`config.mk`:
```
export PLATFORM = sky130hd
export DESIGN_NAME = bnt_front_flat
export DESIGN_NICKNAME = d
export VERILOG_FILES = /design/src/bnt_pkg.sv /design/src/bnt_in_if.sv /design/src/bnt_front.sv /design/src/flat_wrapper.sv
export SDC_FILE = /design/constraint.sdc
export NUM_CORES = 1
export LEC_CHECK = 0
export ABC_AREA = 1
export BUFFER_PORTS_ARGS = -buffer_cell sky130_fd_sc_hd__buf_2
export CORE_ASPECT_RATIO = 1.2
export CORE_UTILIZATION = 56
export DETAILED_ROUTE_END_ITERATION = 7
export PLACE_DENSITY_LB_ADDON = 0.15
export SLEW_MARGIN = 0
export SYNTH_ARGS = -nofsm -noshare
export SYNTH_HDL_FRONTEND = slang
export SYNTH_SLANG_ARGS = --single-unit
```
`constraint.sdc`:
```
create_clock -name clk -period 11.3 [get_ports clk]
set_clock_uncertainty 0.15 [all_clocks]
set_input_delay 2.26 -clock clk [delete_from_list [all_inputs] [get_ports clk]]
set_output_delay 2.26 -clock clk [all_outputs]
set_load 0.05 [all_outputs]
```
`src/bnt_pkg.sv`:
```
`timescale 1ns / 1ps
package bnt_pkg;

	// table geometry
	localparam int TABLE_SLOTS = 64;
	localparam int SLOT_W      = 6;
	localparam int CNT_W       = 7;
	localparam int ADDR_W      = 48;
	localparam int GEN_W       = 32;
	localparam int QUEUE_DEPTH = 2;

	// request modes
	localparam logic [2:0] MODE_START    = 3'd0;
	localparam logic [2:0] MODE_ENTRY    = 3'd1;
	localparam logic [2:0] MODE_END      = 3'd2;
	localparam logic [2:0] MODE_DESIRED  = 3'd3;
	localparam logic [2:0] MODE_EVENT    = 3'd4;
	localparam logic [2:0] MODE_DISASSOC = 3'd5;

	typedef enum logic [2:0] {
		ST_INIT  = 3'd0,
		ST_SCAN  = 3'd1,
		ST_AUTH  = 3'd2,
		ST_ASSOC = 3'd3,
		ST_RUN   = 3'd4
	} assoc_t;

	typedef enum logic [2:0] {
		OP_NOP,
		OP_START,
		OP_ENTRY,
		OP_END,
		OP_DESIRED,
		OP_EVENT,
		OP_DISASSOC
	} op_kind_t;

	typedef struct packed {
		op_kind_t            kind;
		logic [ADDR_W-1:0]   bssid;
		logic                present;
		logic                scanning;
		assoc_t              target;
	} op_t;

	typedef enum logic [2:0] {
		B_IDLE,
		B_WALK,
		B_FINISH,
		B_EMIT
	} b_state_t;

	// control decided by the back end when it takes a request
	typedef struct packed {
		logic              pop;
		logic              start_walk;
		logic              walk_entry;
		logic [ADDR_W-1:0] walk_key;
	} b_ctl_t;

endpackage

```
`src/bnt_in_if.sv`:
```
`timescale 1ns / 1ps
interface bnt_in_if;
	logic        valid;
	logic        ready;
	logic [2:0]  mode;
	logic [47:0] bssid;
	logic        bssid_present;
	logic        scan_in_progress;
	logic [2:0]  new_state;

	modport source (
		output valid, mode, bssid, bssid_present, scan_in_progress, new_state,
		input  ready
	);
	modport sink (
		input  valid, mode, bssid, bssid_present, scan_in_progress, new_state,
		output ready
	);
endinterface

```
`src/bnt_front.sv`:
```
`timescale 1ns / 1ps
module bnt_front
	import bnt_pkg::*;
(
	input  logic     clk,
	input  logic     arst_n,
	bnt_in_if.sink   in_ch,
	output op_t      op,
	output logic     op_valid,
	input  logic     op_pop
);

	op_t        queue_q [QUEUE_DEPTH];
	logic       wr_ptr_q;
	logic       rd_ptr_q;
	logic [1:0] count_q;
	logic       push;
	op_t        cls;

	// decode the mode; bad modes and out of range targets become no-ops
	always_comb begin
		cls.bssid    = in_ch.bssid;
		cls.present  = in_ch.bssid_present;
		cls.scanning = in_ch.scan_in_progress;
		cls.target   = ST_INIT;
		case (in_ch.mode)
			MODE_START:    cls.kind = OP_START;
			MODE_ENTRY:    cls.kind = OP_ENTRY;
			MODE_END:      cls.kind = OP_END;
			MODE_DESIRED:  cls.kind = OP_DESIRED;
			MODE_EVENT: begin
				if (in_ch.new_state <= 3'(ST_RUN)) begin
					cls.kind   = OP_EVENT;
					cls.target = assoc_t'(in_ch.new_state);
				end else begin
					cls.kind = OP_NOP;
				end
			end
			MODE_DISASSOC: cls.kind = OP_DISASSOC;
			default:       cls.kind = OP_NOP;
		endcase
	end

	assign in_ch.ready = (count_q != 2'(QUEUE_DEPTH));
	assign push        = in_ch.valid && in_ch.ready;
	assign op_valid    = (count_q != 2'd0);
	assign op          = queue_q[rd_ptr_q];

	always_ff @(posedge clk) begin
		if (push) begin
			queue_q[wr_ptr_q] <= cls;
		end
	end

	always_ff @(posedge clk or negedge arst_n) begin
		if (!arst_n) begin
			wr_ptr_q <= 1'b0;
			rd_ptr_q <= 1'b0;
			count_q  <= 2'd0;
		end else begin
			if (push) begin
				wr_ptr_q <= ~wr_ptr_q;
			end
			if (op_pop) begin
				rd_ptr_q <= ~rd_ptr_q;
			end
			case ({push, op_pop})
				2'b10:   count_q <= count_q + 2'd1;
				2'b01:   count_q <= count_q - 2'd1;
				default: count_q <= count_q;
			endcase
		end
	end

endmodule

```
`src/flat_wrapper.sv`:
```
// flat-port wrapper written by rule: the top's interface ports become plain ports
module bnt_front_flat import bnt_pkg::*;
  (clk, arst_n, op, op_valid, op_pop, in_ch_valid, in_ch_mode, in_ch_bssid, in_ch_bssid_present, in_ch_scan_in_progress, in_ch_new_state, in_ch_ready);
  bnt_in_if in_ch_i ();
  input  logic clk;
  input  logic arst_n;
  output op_t op;
  output logic op_valid;
  input  logic op_pop;
  input wire logic [$bits(in_ch_i.valid)-1:0] in_ch_valid;
  input wire logic [$bits(in_ch_i.mode)-1:0] in_ch_mode;
  input wire logic [$bits(in_ch_i.bssid)-1:0] in_ch_bssid;
  input wire logic [$bits(in_ch_i.bssid_present)-1:0] in_ch_bssid_present;
  input wire logic [$bits(in_ch_i.scan_in_progress)-1:0] in_ch_scan_in_progress;
  input wire logic [$bits(in_ch_i.new_state)-1:0] in_ch_new_state;
  output wire logic [$bits(in_ch_i.ready)-1:0] in_ch_ready;
  assign in_ch_i.valid = in_ch_valid;
  assign in_ch_i.mode = in_ch_mode;
  assign in_ch_i.bssid = in_ch_bssid;
  assign in_ch_i.bssid_present = in_ch_bssid_present;
  assign in_ch_i.scan_in_progress = in_ch_scan_in_progress;
  assign in_ch_i.new_state = in_ch_new_state;
  assign in_ch_ready = in_ch_i.ready;
  bnt_front u_core (.clk(clk), .arst_n(arst_n), .in_ch(in_ch_i), .op(op), .op_valid(op_valid), .op_pop(op_pop));
endmodule
```
==> results.toml, run 1 <==
[outcome]
status = "completed"

[cts]
cts_sinks = 116
numCtsBuffers = 17
cts_max_level = 4
path_clk_slew_ps = 50
clockBufferDepth = 2
cts_setup_buffers = 0
insertion_delay_ps = 500
ctsHoldBuffers = 0
cts_tree = "yes"
cts_resized = 0
clockRootBuffer = "clkbuf_8"

[floorplanning]
die_x_um = 83.39
die-area_um2 = 8311
num_io_pins = 118
placementRows = 35
fp.dieH_um = 99.67
core_um2 = 7707
initial_utilization_pct = 57.76

[yosys]
avgSynthCellArea_um2 = 20.24
ys.flop_type = "edfxtp_1"
synth_area_leaders = "edfxtp_1, mux2_4, mux2_2"
netlist_area_um2 = 4452
ys_top_cells_by_count = "edfxtp_1, mux2_4, mux2_2, nand2_1, inv_1"
synth_cell_types = 16
yosysWarningCount = 0
synth-edff-count = 112
yosys_register_bits = 116
async_flop_share_pct = 3.448
yosysTopAreaCell = "edfxtp_1"
synth_nets = 281
synth.most_common_cell = "edfxtp_1"
synth_top_area_share_pct = 75.55
synth-seq-area-share_pct = 77.80
synthCells = 220

[setup_path]
required_ps = 8890
cp.arrival_ps = 2320
crit_path_end_kind = "output port"
crit_path_start_kind = "register"
worstSetupPathType = "reg2out"
crit_fanout = 47

[power]
leakage_uw = 0.002353
p_per_area_nw_per_um2 = 329.3
peakVddDrop_uv = 218.0

[routing]
drtAntennaViolNets = 0
dr_wl_met3_um = 515
avgViaCountPerCell = 5.088
wl_per_cell_um = 16.16
drcViolationCount = 0
first_pass_iters = 4
highest-signal-layer = "met4"
met2WireLength_um = 3707
drt_iter0_markers = 91
routed_wl_um = 7383
wl_met1_um = 3051
vias = 2325

[grt]
grt_pass1_vias = 2419
grt_max_degree = 57
grt_use_total_pct = 18.99
antenna_found_initial = 0
gr-total-overflow = 0
grt_pass1_wl_um = 11500

[timing]
finalSetupViolCount = 0
min_period_ps = 4726
min_period_over_period_pct = 41.83
fin_setup_tns_ps = 0
layout_setup_ws_ps = 6574
hold_viol_final = 0
rsz0062_at_grt = "no"
max-slew-margin-rel_pct = 49.12
drv_slew = 0
max_clock_freq_ghz = 0.2116
tightest_slew_ps = 763.2

[placed_design]
portBuffers = 117
gp_congestion = 0.7342
dp_slack_ps = 7075
hpwl_um = 4695
placed_area_um2 = 5136

[cells_and_area]
stdcell_area_um2 = 5769
diodes = 0
nNetsFinal = 414
areaGrowthSynthToFinish_pct = 29.60
post-route-util_pct = 74.85
drive_above_1_share_pct = 56.71
fillCellCount = 488

[worst_hold_path]
hp-class = "reg2reg"

[flow_run]
cap_violations = 0
[power breakdown]
part           switching [µW]  leakage [µW]  internal, µW  total, µW
clock                     167      0.000308           399        566
combinational             501      0.000954           209        710
sequential               34.1       0.00109           590        624
total                     702       0.00235          1200       1900
[path summary, 6_finish.rpt]
path / from / slack [ps] / endpoint / depth (start not counted)
setup / recovery: u_core.rd_ptr_q$_DFFE_PN0P_ / 6570 / op[29] / 3
hold / removal: u_core.count_q[0]$_DFFE_PN0P_ / 370 / u_core.count_q[0]$_DFFE_PN0P_ / 1
setup reg to reg: u_core.count_q[0]$_DFFE_PN0P_ / 9080 / u_core.queue_q[1][2]$_DFFE_PP_ / 5
hold reg to reg: u_core.count_q[0]$_DFFE_PN0P_ / 370 / u_core.count_q[0]$_DFFE_PN0P_ / 1
max in group asynchronous: arst_n / 9440 / u_core.rd_ptr_q$_DFFE_PN0P_ / 1
min in group asynchronous: arst_n / 1420 / u_core.wr_ptr_q$_DFFE_PN0P_ / 1
[stage by stage]
stage	hold WS [ps]	total power [µW]	std cells
floorplan	312.5	1221	220
global placement	329.2	1339	426
detailed placement	344.5	1346	426
CTS	373.9	1917	457
global route	378.1	1970	457
finish	372.0	1900	457
[layer usage]
layer,GRT usage [%],vias to the layer above
met5,0,-
met4,10.21,0
met3,9.046,10
met2,30.20,91
met1,21.30,1115
li1,-,1109
[state kept, by name, summed over array words and instances (netlist names)]
| name | count |
|---|---|
| u_core.queue_q | 112 |
| u_core.count_q | 2 |
| u_core.rd_ptr_q | 1 |
| u_core.wr_ptr_q | 1 |
[kinds of logic (layout without fill, tap and decap cells)]
kind of cell / count (synthesis) / count (layout) / synth area share, %
adder cells (fa/ha/maj): 1 / 1 / 0.2810
XOR/XNOR: 2 / 2 / 0.3936
multiplexers: 56 / 56 / 16.69
buffers and inverters: 16 / 161 / 2.080
AND/OR/NAND/NOR: 27 / 27 / 2.473
AO/OA/AOI/OAI: 2 / 2 / 0.2810
flip-flops: 116 / 116 / 77.80
[layout make-up]
type                       count  area (µm²)  share of cell area, %
clock buffer                  20       425.4                  7.374
clock inverter                11       207.7                  3.600
sequential                   116        3465                  60.05
tap                           92       115.1                  1.995
inverter                      10       37.54                 0.6506
multi-input combinational     88       910.9                  15.79
timing repair buffer         120       608.1                  10.54
[placed cells by master (no fill, tap or decap)]
cell type and count:
clkinvlp_4 1, inv_1 10, buf_4 3, nand2_1 14
clkinv_2 4, edfxtp_1 112, dfrtp_1 3, xor2_1 1
mux2_4 30, nor2_4 2, nand3_1 5, clkbuf_8 1
a21oi_1 1, ha_1 1, bufinv_16 6, nand4_1 1
nor2_1 5, clkbuf_16 16, buf_2 117, mux2_2 26
xnor2_1 1, clkbuf_1 3, a21boi_0 1, dfrtp_2 1
[critical path: stages (launching register included)]
cell and delay, ps:
dfrtp_2 500, buf_4 650, mux2_2 410, buf_2 210
(Power assumes the default switching activity.)
==> inputs of run 2 (changes only) <==
- CORE_UTILIZATION: 56 -> 52
- clock period: 11.3 -> 4.88 ns (I/O delays scaled with it)
==> run 2 against run 1 <==
Critical path depth fell by 1. Highest routed layer unchanged. Largest power group unchanged. Sequential share of layout area rose by 0.19 points. Clock power rose by 110%.
==> results.toml, run 2 (same netlist as run 1, synthesis figures left out) <==
[outcome]
status = "completed"

[setup_path]
crit_family = "flip-flops"
critPathBufInv = 1
cp.arrival_ps = 2220
crit_path_end_kind = "output port"
required_ps = 3750
crit_chain = "mux2_2 > buf_2"
worstSetupPathType = "reg2out"
critPathSlowestCell = "dfrtp_4"
max_stage_delay_ps = 1020
crit_fanout = 57
crit_path_start_kind = "register"

[cts]
cts_resized = 0
insertion_delay_ps = 490
cts_tree = "yes"
numCtsBuffers = 17
cts_setup_buffers = 0
cts_max_level = 4
clockBufferDepth = 2
cts_sinks = 116
ctsHoldBuffers = 0
path_clk_slew_ps = 50
clockRootBuffer = "clkbuf_8"

[cells_and_area]
final_cell_mix = "buf_2, edfxtp_1, mux2_4, mux2_2, clkbuf_16"
layout_commonest_cell = "buf_2"
fillCellCount = 582
post-route-util_pct = 70.21
diodes = 0
top_register = "u_core.queue_q"
areaGrowthSynthToFinish_pct = 29.29
nNetsFinal = 415
largest_reg_flops = 112
drive_above_1_share_pct = 56.44
largestRegisters = "u_core.queue_q: 112 flops, u_core.count_q: 2 flops"

[power]
pwr-share-clk_pct = 28.0
combPwrFrac_pct = 36.3
power_frac_seq_pct = 35.7
switching_power_uw = 1623
switching_share_pct = 37.84
p_per_area_nw_per_um2 = 745.3
peakVddDrop_uv = 439.1
p_int_uw = 2666
leakage_uw = 0.002325

[timing]
min_period_over_period_pct = 68.48
drv_slew = 0
tightest_slew_ps = 933.5
max-slew-margin-rel_pct = 37.77
finalSetupViolCount = 0
max_clock_freq_ghz = 0.2992
fin_setup_tns_ps = 0
hold_viol_final = 0
layout_setup_ws_ps = 1538
rsz0062_at_grt = "no"
min_period_ps = 3342

[flow_run]
cap_violations = 0

[floorplanning]
core_um2 = 8198
fp.dieH_um = 103.4
die-area_um2 = 8937
placementRows = 36
die_x_um = 86.47
num_io_pins = 118
initial_utilization_pct = 54.30

[placed_design]
portBuffers = 117
dp_slack_ps = 2039
hpwl_um = 4675
gp_congestion = 0.6921

[routing]
avgViaCountPerCell = 4.877
drtAntennaViolNets = 0
first_pass_iters = 4
vias = 2336
wl_per_cell_um = 15.07
drt_iter0_markers = 96
drcViolationCount = 0
routed_wl_um = 7217

[grt]
grt_pass1_vias = 2327
grt_pass1_wl_um = 10880
grt_use_total_pct = 17.19
antenna_found_initial = 1
grt_max_degree = 58
gr-total-overflow = 0

[worst_hold_path]
hp-class = "in2async"
## run 2: cell count changes in the layout (fill, tap and decap cells not counted), sizes merged
cell,change
clkinv,+1
clkinvlp,+2
buf,+1
clkbuf,-2
bufinv,-2
## run 2: per-layer routing
layer  track usage, %  share of wire [%]  up-vias
met4            8.462                1.1        0
met3            6.667                5.7        9
met2            29.55                 52       81
met1            18.75                 41     1135
li1                 -                  -     1111
met5                0                  0        -
## run 2: path summary, 6_finish.rpt
check / startpoint / endpoint / slack [ps] / cells past startpoint
max: u_core.rd_ptr_q$_DFFE_PN0P_ / op[54] / 1540 / 2
min: arst_n / u_core.rd_ptr_q$_DFFE_PN0P_ / 130 / 1
max reg2reg: u_core.count_q[0]$_DFFE_PN0P_ / u_core.queue_q[0][27]$_DFFE_PP_ / 2620 / 5
min reg2reg: u_core.count_q[0]$_DFFE_PN0P_ / u_core.count_q[0]$_DFFE_PN0P_ / 350 / 1
max in group asynchronous: arst_n / u_core.rd_ptr_q$_DFFE_PN0P_ / 4300 / 1
min in group clk: u_core.count_q[0]$_DFFE_PN0P_ / u_core.count_q[0]$_DFFE_PN0P_ / 350 / 1
## run 2: layout make-up
cell class              instances  area, µm²  share of cell area, %
multi-input cells              88      910.9                  15.83
clock buffers                  18      417.9                  7.261
repair buffers                121      615.6                  10.70
clock inverters                12      163.9                  2.848
well taps                     114      142.6                  2.478
flip-flops and latches        116       3467                  60.24
inverters                      10      37.54                 0.6522
## run 2: metrics by stage
step / hold slack (ps) / power [µW] / cells / area (µm²)
2_1_floorplan: 312.5 / 2826 / 220 / 4452
3_3_place_gp: 330.7 / 3106 / 449 / 5174
3_5_place_dp: 345.2 / 3124 / 449 / 5174
4_1_cts: 110.3 / 4332 / 479 / 5756
5_1_grt: 108.8 / 4460 / 479 / 5756
6_report: 134.1 / 4290 / 479 / 5756
## run 2: worst register-to-register path: cells and delay by family (launching register included)
| kind | cells | cell delay, ps |
|---|---|---|
| flops | 1 | 380 |
| simple gates | 3 | 960 |
| buf+inv | 2 | 460 |
## run 2: power by group through the flow
stage	logic [µW]	registers (µW)	clock network (µW)
after floorplan	1390	1440	0
after detailed placement	1570	1550	0
after global placement	1560	1540	0
after CTS	1570	1540	1220
final	1560	1530	1200
after global routing	1630	1560	1270
